File: config.mk
export PLATFORM = sky130hd
export DESIGN_NAME = ola_cell
export DESIGN_NICKNAME = d
export VERILOG_FILES = /design/src/rtl/ola_pkg.sv /design/src/rtl/ola_cell.sv
export SDC_FILE = /design/constraint.sdc
export NUM_CORES = 1
export LEC_CHECK = 0
export BUFFER_PORTS_ARGS = -buffer_cell sky130_fd_sc_hd__buf_2
export CELL_PAD_IN_SITES_DETAIL_PLACEMENT = 1
export CELL_PAD_IN_SITES_GLOBAL_PLACEMENT = 1
export CORE_ASPECT_RATIO = 0.8
export CORE_UTILIZATION = 38
export DETAILED_ROUTE_END_ITERATION = 10
export PLACE_DENSITY = 0.61
export REMOVE_ABC_BUFFERS = 1
export SYNTH_ARGS = -nofsm -noshare
export SYNTH_HDL_FRONTEND = slang
export SYNTH_SLANG_ARGS = --single-unit
File: constraint.sdc
create_clock -name clk -period 9.25 [get_ports clk]
set_input_delay 1.85 -clock clk [delete_from_list [all_inputs] [get_ports clk]]
set_output_delay 1.85 -clock clk [all_outputs]
set_load 0.05 [all_outputs]
File: src/rtl/ola_pkg.sv
// Shared types and sizing constants for the overlap layer assigner.
// No dependencies; every other file in this block imports this package.
package ola_pkg;

	// Storage sizing: number of layers and rectangles per layer.
	localparam int MAX_LAYERS  = 16;
	localparam int LAYER_SLOTS = 16;

	// Derived widths.
	localparam int LAYER_AW = (MAX_LAYERS > 1) ? $clog2(MAX_LAYERS) : 1;
	localparam int SLOT_AW  = (LAYER_SLOTS > 1) ? $clog2(LAYER_SLOTS) : 1;
	localparam int NEED_W   = $clog2(MAX_LAYERS + 1);
	localparam int FILL_W   = $clog2(LAYER_SLOTS + 1);
	localparam int CNT_MAX  = (MAX_LAYERS > LAYER_SLOTS) ? MAX_LAYERS : LAYER_SLOTS;
	localparam int CNT_W    = $clog2(CNT_MAX + 1);

	// Drain between the last slot read and the first chain cycle, covering the two
	// register stages behind the memory output that lead to the cell's hit flag.
	localparam int DRAIN_CYCLES = 2;

	// One input item: a rectangle in Q12.4.
	typedef struct packed {
		logic        [15:0] rect_height;
		logic        [15:0] rect_width;
		logic signed [15:0] center_y;
		logic signed [15:0] center_x;
	} ola_in_t;

	// One result item.
	typedef struct packed {
		logic       accepted;
		logic [3:0] layer_index;
		logic [3:0] slot_index;
		logic [4:0] layers_used;
	} ola_out_t;

	// Control broadcast from the sequencer to every cell.
	typedef struct packed {
		logic                clear;
		logic                rd_en;
		logic [SLOT_AW-1:0]  rd_addr;
		logic                chain_en;
		logic                wr_en;
		logic [LAYER_AW-1:0] wr_layer;
	} ola_ctl_t;

endpackage

File: src/rtl/ola_cell.sv
// One layer cell: holds the rectangles of one layer, scans them against the
// new rectangle and passes the layer just above the highest overlapping one on to its neighbor.
// Depends on ola_pkg.
module ola_cell (
	input  logic                         clk,
	input  logic                         arst_n,
	input  logic [ola_pkg::LAYER_AW-1:0] layer_id,
	input  ola_pkg::ola_in_t             rect,
	input  ola_pkg::ola_ctl_t            ctl,
	input  logic [ola_pkg::NEED_W-1:0]   need_in,
	output logic [ola_pkg::NEED_W-1:0]   need_out,
	output logic [ola_pkg::FILL_W-1:0]   fill
);
	import ola_pkg::*;

	ola_in_t             mem [LAYER_SLOTS];
	ola_in_t             data_s1;
	logic                v_s1;
	logic        [15:0]  adx_s2;
	logic        [15:0]  ady_s2;
	logic        [16:0]  sw_s2;
	logic        [16:0]  sh_s2;
	logic                v_s2;
	logic                hit_q;
	logic [NEED_W-1:0]   need_q;
	logic [FILL_W-1:0]   fill_q;
	logic signed [16:0]  dx;
	logic signed [16:0]  dy;
	logic                wr_here;
	logic                overlap;

	assign wr_here = ctl.wr_en && (ctl.wr_layer == layer_id);

	// Slot storage: written on commit, read during the scan.
	always_ff @(posedge clk) begin
		if (wr_here) begin
			mem[fill_q[SLOT_AW-1:0]] <= rect;
		end
		data_s1 <= mem[ctl.rd_addr];
	end

	// Differences and size sums for the overlap test.
	assign dx = 17'(rect.center_x) - 17'(data_s1.center_x);
	assign dy = 17'(rect.center_y) - 17'(data_s1.center_y);

	always_ff @(posedge clk) begin
		adx_s2 <= dx[16] ? 16'(-dx) : 16'(dx);
		ady_s2 <= dy[16] ? 16'(-dy) : 16'(dy);
		sw_s2  <= 17'(rect.rect_width) + 17'(data_s1.rect_width);
		sh_s2  <= 17'(rect.rect_height) + 17'(data_s1.rect_height);
	end

	assign overlap = ({adx_s2, 1'b0} < sw_s2) && ({ady_s2, 1'b0} < sh_s2);

	always_ff @(posedge clk or negedge arst_n) begin
		if (!arst_n) begin
			v_s1   <= 1'b0;
			v_s2   <= 1'b0;
			hit_q  <= 1'b0;
			need_q <= '0;
			fill_q <= '0;
		end else begin
			v_s1 <= ctl.rd_en && (FILL_W'(ctl.rd_addr) < fill_q);
			v_s2 <= v_s1;
			if (ctl.clear) begin
				hit_q <= 1'b0;
			end else if (v_s2 && overlap) begin
				hit_q <= 1'b1;
			end
			// A hit here overrides whatever lower layers reported.
			if (ctl.chain_en) begin
				need_q <= hit_q ? (NEED_W'(layer_id) + NEED_W'(1)) : need_in;
			end
			if (wr_here) begin
				fill_q <= fill_q + FILL_W'(1);
			end
		end
	end

	assign need_out = need_q;
	assign fill     = fill_q;

endmodule

Yosys cells after proc, flatten, opt, wreduce, memory -nomap -nowiden
Memories as Yosys holds them, arrays and structs flattened. A register that Yosys moved wholly into a read port is not among the register bits.
Cells that the tools add are included.
Word-level totals
  register bits: 79
  bits in latches: 0
  bits in writable memories: 1024
  bits in read-only memories: 0
  input bits: 87
  logic and storage cells: 34
  memories kept: 1
Memories
  mem: depth 16, bits a word 64, read ports 1, clocked after Yosys merged registers in 1, wr ports 1, line ola_cell.sv:16  | ola_in_t mem [LAYER_SLOTS];
Operators by class
  add/subtract/negate cells: 8
  multiply operators: 0
  divide/modulo/power cells: 0
  $lt $le $gt $ge: 3
  equal/unequal tests: 1
  shifts and indexed selects: 0
  multiplexer cells: 7
  bitwise gates (word level): 0
  reductions and logical operators: 5
Operators with widths (number)
  $add 16x16->17: 2
  $lt 17x17->1: 2
  $sub 16x16->17: 2
  $mux 16: 2
  $neg 16->16: 2
  $add 4x1->5 const B: 1
  $add 5x1->5 const B: 1
  $lt 4x5->1: 1
  $mux 5: 1
  $eq 4x4->1: 1
  $logic_and 1x1->1: 4
  $mux 1: 4
  $reduce_bool 2->1: 1

Depth between registers and ports, before layout
Gate-level depths: netlist (run 1).
  word-level depth: 5
  mapped depth: 14
  mapped depth without buffers: 13

Worst setup path after synthesis (run 1)
Ideal clock, no wire load.
  path kind: input -> register
  start: input layer_id[2] (netlist name)
  end: memory mem[15][0] (netlist name), enable pin
  arrival: 4578 ps
  required time: 8820 ps
  setup slack: 4242 ps
  cell stages on the path: 4
  buffers on the path: 0
  cells stage by stage: xor2_1 nor4_1 and3_1 and2_1
Between the ends
  longest elaborated chain between the ends: 4
Ends and longest elaborated chain
  from (decl): line ola_cell.sv:7  | input logic [ola_pkg::LAYER_AW-1:0] layer_id,
  $eq 4x4->1: line ola_cell.sv:32  | assign wr_here = ctl.wr_en && (ctl.wr_layer == layer_id);
  $logic_and 1x1->1: line ola_cell.sv:32
  $mux 1: line ola_cell.sv:36  | if (wr_here) begin
  $mux 1 (not written as such): line ola_cell.sv:37  | mem[fill_q[SLOT_AW-1:0]] <= rect;
  to (decl): line ola_cell.sv:16
No other way between the ends.

Worst setup path after layout (run 1)
  start: input rect[0] (netlist name)
  end: register adx_s2[15]
Between the ends
  longest elaborated chain between the ends: 3
Ends and longest elaborated chain
  from (decl): line ola_cell.sv:8  | input ola_pkg::ola_in_t rect,
  $sub 16x16->17 (*): line ola_cell.sv:43  | assign dx = 17'(rect.center_x) - 17'(data_s1.center_x);
  $neg 16->16: line ola_cell.sv:47  | adx_s2 <= dx[16] ? 16'(-dx) : 16'(dx);
  $mux 16 (*): line ola_cell.sv:47
  to (signal assigned): line ola_cell.sv:47
  to (decl): line ola_cell.sv:19  | logic [15:0] adx_s2;
Mark *: on every way between the ends. The rest lies on a longest branch, timed or not.
A chain may end at the register's enable or synchronous reset.

==> results.cfg, run 1 <==
[grt]
grtUsageTotal_pct = 18.0
antenna_found_initial = 13
grt_pass1_wl_um = 160000
grt_pass1_vias = 23800
overflow = 0
grt_max_degree = 117

[clock_tree]
cts_root_buf = clkbuf_16
cts.clk_slew.worst_paths_ps = 60
post_cts_resized = 0
cts_buffers = 115
cts_tree = built
cts_hold_buffers = 0
clock-sinks = 1167
cts_buffer_depth = 3
htreeDepth = 3
clk_latency_ps = 720
postCtsSetupBuffers = 0

[final_layout]
final_nets = 2585
area.growth.synth_to_final_pct = 14.0
layout.area.seq_sq_um = 33700
multiInputGateArea_sq_um = 11600
fillCellCount = 11200
drive_gt1_share_pct = 26.5

[die]
die_h_um = 313
std_cell_rows = 113
die_w_um = 391
coreArea_sq_um = 119000
start_util_pct = 38.5
io_pins = 97
dieArea_sq_um = 122000

[power_and_ir_drop]
p_per_area_nw_per_um2 = 229
leakage_nw = 17.5
total_power_w = 0.0120
max-vdd-ir-drop_v = 0.000148

[yosys]
synth_area_per_cell_sq_um = 20.6
synth_edf_count = 1024
yosysMostFrequentCell = edfxtp_1
ys_types = 66
netlist_instances = 2224
ys_async_sr_fraction_pct = 1.11
synth_top_area_cell = edfxtp_1
ys_ff_latch = 1167
yosysWarnings = 0
synth_ff_type = edfxtp_1
ys_seq_area_share_pct = 73.3
synth_top_area_share_pct = 67.0
synth.top_cells.by_count = 1024 x edfxtp_1, 320 x mux4_2, 130 x dfxtp_1, 106 x ha_1, 94 x inv_1
synthTopCellsByArea = edfxtp_1 67%, mux4_2 16%, dfxtp_1 5.7%, ha_1 2.9%, xnor2_1 0.99%
syn_area_sq_um = 45900

[flow_run]
drv_cap = 0

[worst_setup_path]
worstPathMaxFanout = 17
reg2reg_depth = 12
worstPathArrival_ps = 5480
start_kind = input port
crit_type = input port to flop
end_kind = flop
cp_data_required_time_ps = 9880

[hold_path]
hold_depth = 0
hold_path_class = flop to flop

[drt]
drt-total-wl_um = 109000
wire_per_inst_um = 26.5
drtAntennaViolNets = 0
drtIter0Drc = 1673
drc = 0
drtPass1Iterations = 4
num_vias = 21800
via_per_inst = 5.32

[sta]
worst_clock_skew_ps = 25.2
max_clock_freq_ghz = 0.207
worstMarginPinSlew_ps = 1080
timing.setup.tns_ps = 0
hold_viol = 0
drv_slew = 0
relSlewSlack_pct = 26.1
min_period_over_period_pct = 52.3
min_period_ps = 4840
grt_setup_unrepaired = no
setup_viol = 0

[placed_design]
dp_hpwl_um = 58700
portBuffers = 96
gp_congestion = 0.785

[run_status]
status = finished, final reports clean
[power breakdown]
part           total (W)  internal (W)  switching (W)
clock network    0.00482       0.00280        0.00202
registers        0.00600       0.00591      0.0000917
logic            0.00118      0.000497       0.000679
total             0.0120       0.00921        0.00280
[critical path: stages]
cell and delay [ps]:
buf_2 190, inv_1 100, ha_1 170, inv_1 50, fa_1 420, a21oi_1 200, o211ai_1 150, a31oi_1 420
xnor2_1 260, o21ai_0 140, or4_1 570, or4_1 500, a22oi_1 250, xor2_1 180
[path summary, 6_finish.rpt]
| kind | startpoint | endpoint | slack, ps |
|---|---|---|---|
| max in group asynchronous | arst_n | hit_q | 7880 |
| min in group asynchronous | arst_n | need_out[4] | 1080 |
| worst max register to register | data_s1[0] | adx_s2[15] | 5570 |
| worst max-delay path | rect[0] | adx_s2[15] | 4410 |
| worst min-delay path | v_s1 | v_s2 | 350 |
| worst min register to register | v_s1 | v_s2 | 350 |
[state kept, by name, summed over array words and instances, names as in the netlist]
signal and count:
sw_s2 17, ady_s2 16, v_s2 1, data_s1 64, need_out 5, fill 5
hit_q 1, mem 1024, v_s1 1, adx_s2 16, sh_s2 17
[cell usage in the layout, fill, tap and decap left out, types with 15 or more instances in the layout]
cell       instances
clkinv_2          30
nand2_1           24
buf_4             25
o21ai_0           29
dfxtp_1          130
clkbuf_16        118
and2_4            16
nor2_1            55
clkbuf_1          20
inv_1             94
mux4_2           320
a21o_1            18
edfxtp_1        1024
ha_1             106
xor2_1            33
a21oi_1           49
buf_2             92
xnor2_1           52
nand2b_1          15
o21a_1            19
[layout make-up]
cell class              count  area share [%]
clock buffers             150            6.10
well taps                1610            3.85
diodes                      4          0.0191
inverters                  94           0.674
multi-input cells         888            22.2
clock inverters            69            1.37
flip-flops and latches   1167            64.3
repair buffers            122            1.39
[kinds of logic after synthesis]
family,share of synthesized area (%)
AO/OA/AOI/OAI,2.51
flip-flops,73.3
adder cells (fa/ha/maj),3.06
XOR/XNOR,1.62
buffers and inverters,1.38
multiplexers,15.9
AND/OR/NAND/NOR,2.17
[per-layer routing]
| layer | GRT usage, % | part of all wire (%) |
|---|---|---|
| met1 | 25.6 | 45 |
| met4 | 3.54 | 1.7 |
| met2 | 29.5 | 49 |
| met5 | 0 | 0.032 |
| met3 | 3.00 | 4.1 |
[through the flow]
stage                     setup WS, ps  std cells  utilization, %  cell area [sq um]  hold slack (ps)
final                             4410       4104            43.9              52300              352
after global routing              4130       4100            43.9              52300              378
after CTS                         4420       4100            43.9              52300              360
after detailed placement          3660       3881            40.6              48400              353
after global placement            3680       3881            40.6              48400              348
after floorplan                   4240       2149               -              45600              331
Power figures use the tool's default switching activity.
==> run 2: changes to the inputs <==
- ABC_AREA: unset -> 1
- PLACE_DENSITY: 0.61 -> 0.64
- clock period: 9.25 -> 4.9 ns (I/O delays scaled with it)
==> run 2 against run 1 <==
Utilization shrank 0.25 points. Clock skew decreased by 7.5 ps. Highest routed layer unchanged. Combinational power rose by 140%. Area after synthesis is 5.1% higher. Largest power group unchanged. Total power increased by 92%. Register-to-register slack worse by 3300 ps. Count of clock-buffer cells in the layout grew 22. Routed wire length increased by 17%.
==> results.cfg, run 2 <==
[run_status]
status = finished, final reports clean

[clock_tree]
cts.clk_slew.worst_paths_ps = 60
clock-sinks = 1167
cts_buffers = 116
htreeDepth = 3
cts_hold_buffers = 0
cts_tree = built
post_cts_resized = 0
clk_latency_ps = 700
cts_root_buf = clkbuf_16
postCtsSetupBuffers = 0
cts_buffer_depth = 3

[sta]
worst_clock_skew_ps = 17.6
timing.setup.tns_ps = 0
min_period_ps = 2960
setup_viol = 0
drv_slew = 0
min_period_over_period_pct = 60.4
hold_viol = 0
worstMarginPinSlew_ps = 1020
relSlewSlack_pct = 32.3
whs_ps = 164
max_clock_freq_ghz = 0.338
grt_setup_unrepaired = no

[grt]
grt_pass1_wl_um = 193000
antenna_found_initial = 9
grt_max_degree = 118
grtUsageTotal_pct = 19.7
grt_pass1_vias = 31200
overflow = 0

[drt]
num_vias = 29900
drtIter0Drc = 1964
drt-total-wl_um = 127000
drtAntennaViolNets = 0
via_per_inst = 5.40
drtPass1Iterations = 5
drc = 0
wire_per_inst_um = 22.9

[final_layout]
drive_gt1_share_pct = 10.7
final_cell_mix = 1024 x edfxtp_1, 473 x nor2_1, 365 x nand2_1
layout_commonest_cell = edfxtp_1
area.growth.synth_to_final_pct = 13.5
largest_register_ffs = 1024
fillCellCount = 12900
final_nets = 3976

[hold_path]
hold_path_class = input port to async pin

[yosys]
ys_ff_latch = 1167
yosysMostFrequentCell = edfxtp_1
yosysWarnings = 0
ys_async_sr_fraction_pct = 1.11
netlist_instances = 3694
synth_area_per_cell_sq_um = 13.1
synth_top_area_cell = edfxtp_1
synth_ff_type = edfxtp_1
synth_top_area_share_pct = 63.7
synthTopCellsByArea = edfxtp_1 64%, dfxtp_1 5.4%, mux2i_1 3.9%, nor2_1 3.8%, o221ai_1 3.4%
syn_area_sq_um = 48300
ys_seq_area_share_pct = 69.8
synth.top_cells.by_count = 1024 x edfxtp_1, 489 x nor2_1, 365 x nand2_1, 290 x o21ai_0, 200 x inv_1
ys_types = 53
synth_edf_count = 1024

[worst_setup_path]
start_kind = input port
worstReg2RegStart = data_s1[26]
worstReg2RegEnd = ady_s2[15]
regToRegSetupSlack_ps = 2290
worstPathArrival_ps = 3540
cp_data_required_time_ps = 5480
reg2reg_depth = 11
worstPathMaxFanout = 21
end_kind = flop
crit_type = input port to flop

[die]
start_util_pct = 38.4
std_cell_rows = 116
coreArea_sq_um = 126000
io_pins = 97
dieArea_sq_um = 128000
die_w_um = 400
die_h_um = 321

[placed_design]
gp_congestion = 0.828
dp_hpwl_um = 72600
portBuffers = 96

[power_and_ir_drop]
leakage_nw = 19.6
max-vdd-ir-drop_v = 0.000363
p_per_area_nw_per_um2 = 421

[flow_run]
drv_cap = 0
## run 2: changes by cell type in the layout (fill, tap and decap cells not counted), moves of 27 or more
cell / delta
o221ai_1: +188
xnor2_1: -32
nand3_1: +130
inv_1: +106
mux2i_1: +183
nand2_1: +341
o32ai_1: +59
mux4_2: -320
o211ai_1: +56
o21ai_0: +261
nor2_1: +418
nand2_2: +27
## run 2: worst max path at each step
stage,start,to,slack [ps],cells after the start
after global routing,rect[16],ady_s2[15],1690,14
after global placement,rect[16],ady_s2[15],1350,14
after detailed placement,rect[16],ady_s2[15],1250,14
after floorplan,layer_id[3],mem[15][0],80,8
after CTS,rect[16],ady_s2[15],2020,14
final,rect[16],ady_s2[15],1940,14
## run 2: stage by stage
stage	setup WS (ps)	area [sq um]	std cells	power, W	util (%)
6_report	1940	54800	5532	0.0230	43.6
5_1_grt	1690	54700	5530	0.0240	43.6
4_1_cts	2020	54700	5529	0.0233	43.6
3_5_place_dp	1250	51000	5313	0.0144	40.6
3_3_place_gp	1350	51000	5313	0.0143	40.6
2_1_floorplan	75.3	47400	3501	0.0133	-
## run 2: critical path, cell delays in order
cell and delay [ps]:
buf_2 260, inv_1 80, ha_1 210, inv_1 140
fa_1 220, nand2_1 80, nand2_2 130, nand4_1 130
nand3_1 140, a21oi_1 90, o21ai_2 640, nand2_1 210
nand3_1 120, nand2_1 80
## run 2: layout make-up
cell class                 instances  area, sq um  share of cell area [%]
sequential                      1167        33700                    61.5
tap                             1652         2070                    3.78
timing repair buffer             160         1340                    2.45
antenna                            3         7.51                  0.0137
clock inverter                    44          442                   0.807
clock buffer                     172         3350                    6.12
multi-input combinational       2128        13100                    23.9
inverter                         206          785                    1.43
## run 2: where the power goes
group          switching, W  total (W)  internal (W)
clock network       0.00376    0.00890       0.00514
logic               0.00190    0.00279      0.000895
registers          0.000158     0.0114        0.0112
total               0.00582     0.0230        0.0172
## run 2: cell families after synthesis
logic type,synth area share [%]
mux,3.90
xor+xnor,0.996
simple gates,9.26
flops,69.8
compound gates,9.79
fa+ha+maj,2.91
buf+inv,3.36
## run 2: routing by layer
metal  global-route usage, %  share of wire [%]
met1                    27.5                 48
met2                    32.6                 47
met3                    2.49                3.3
met4                    4.77                2.0
met5                       0              0.021
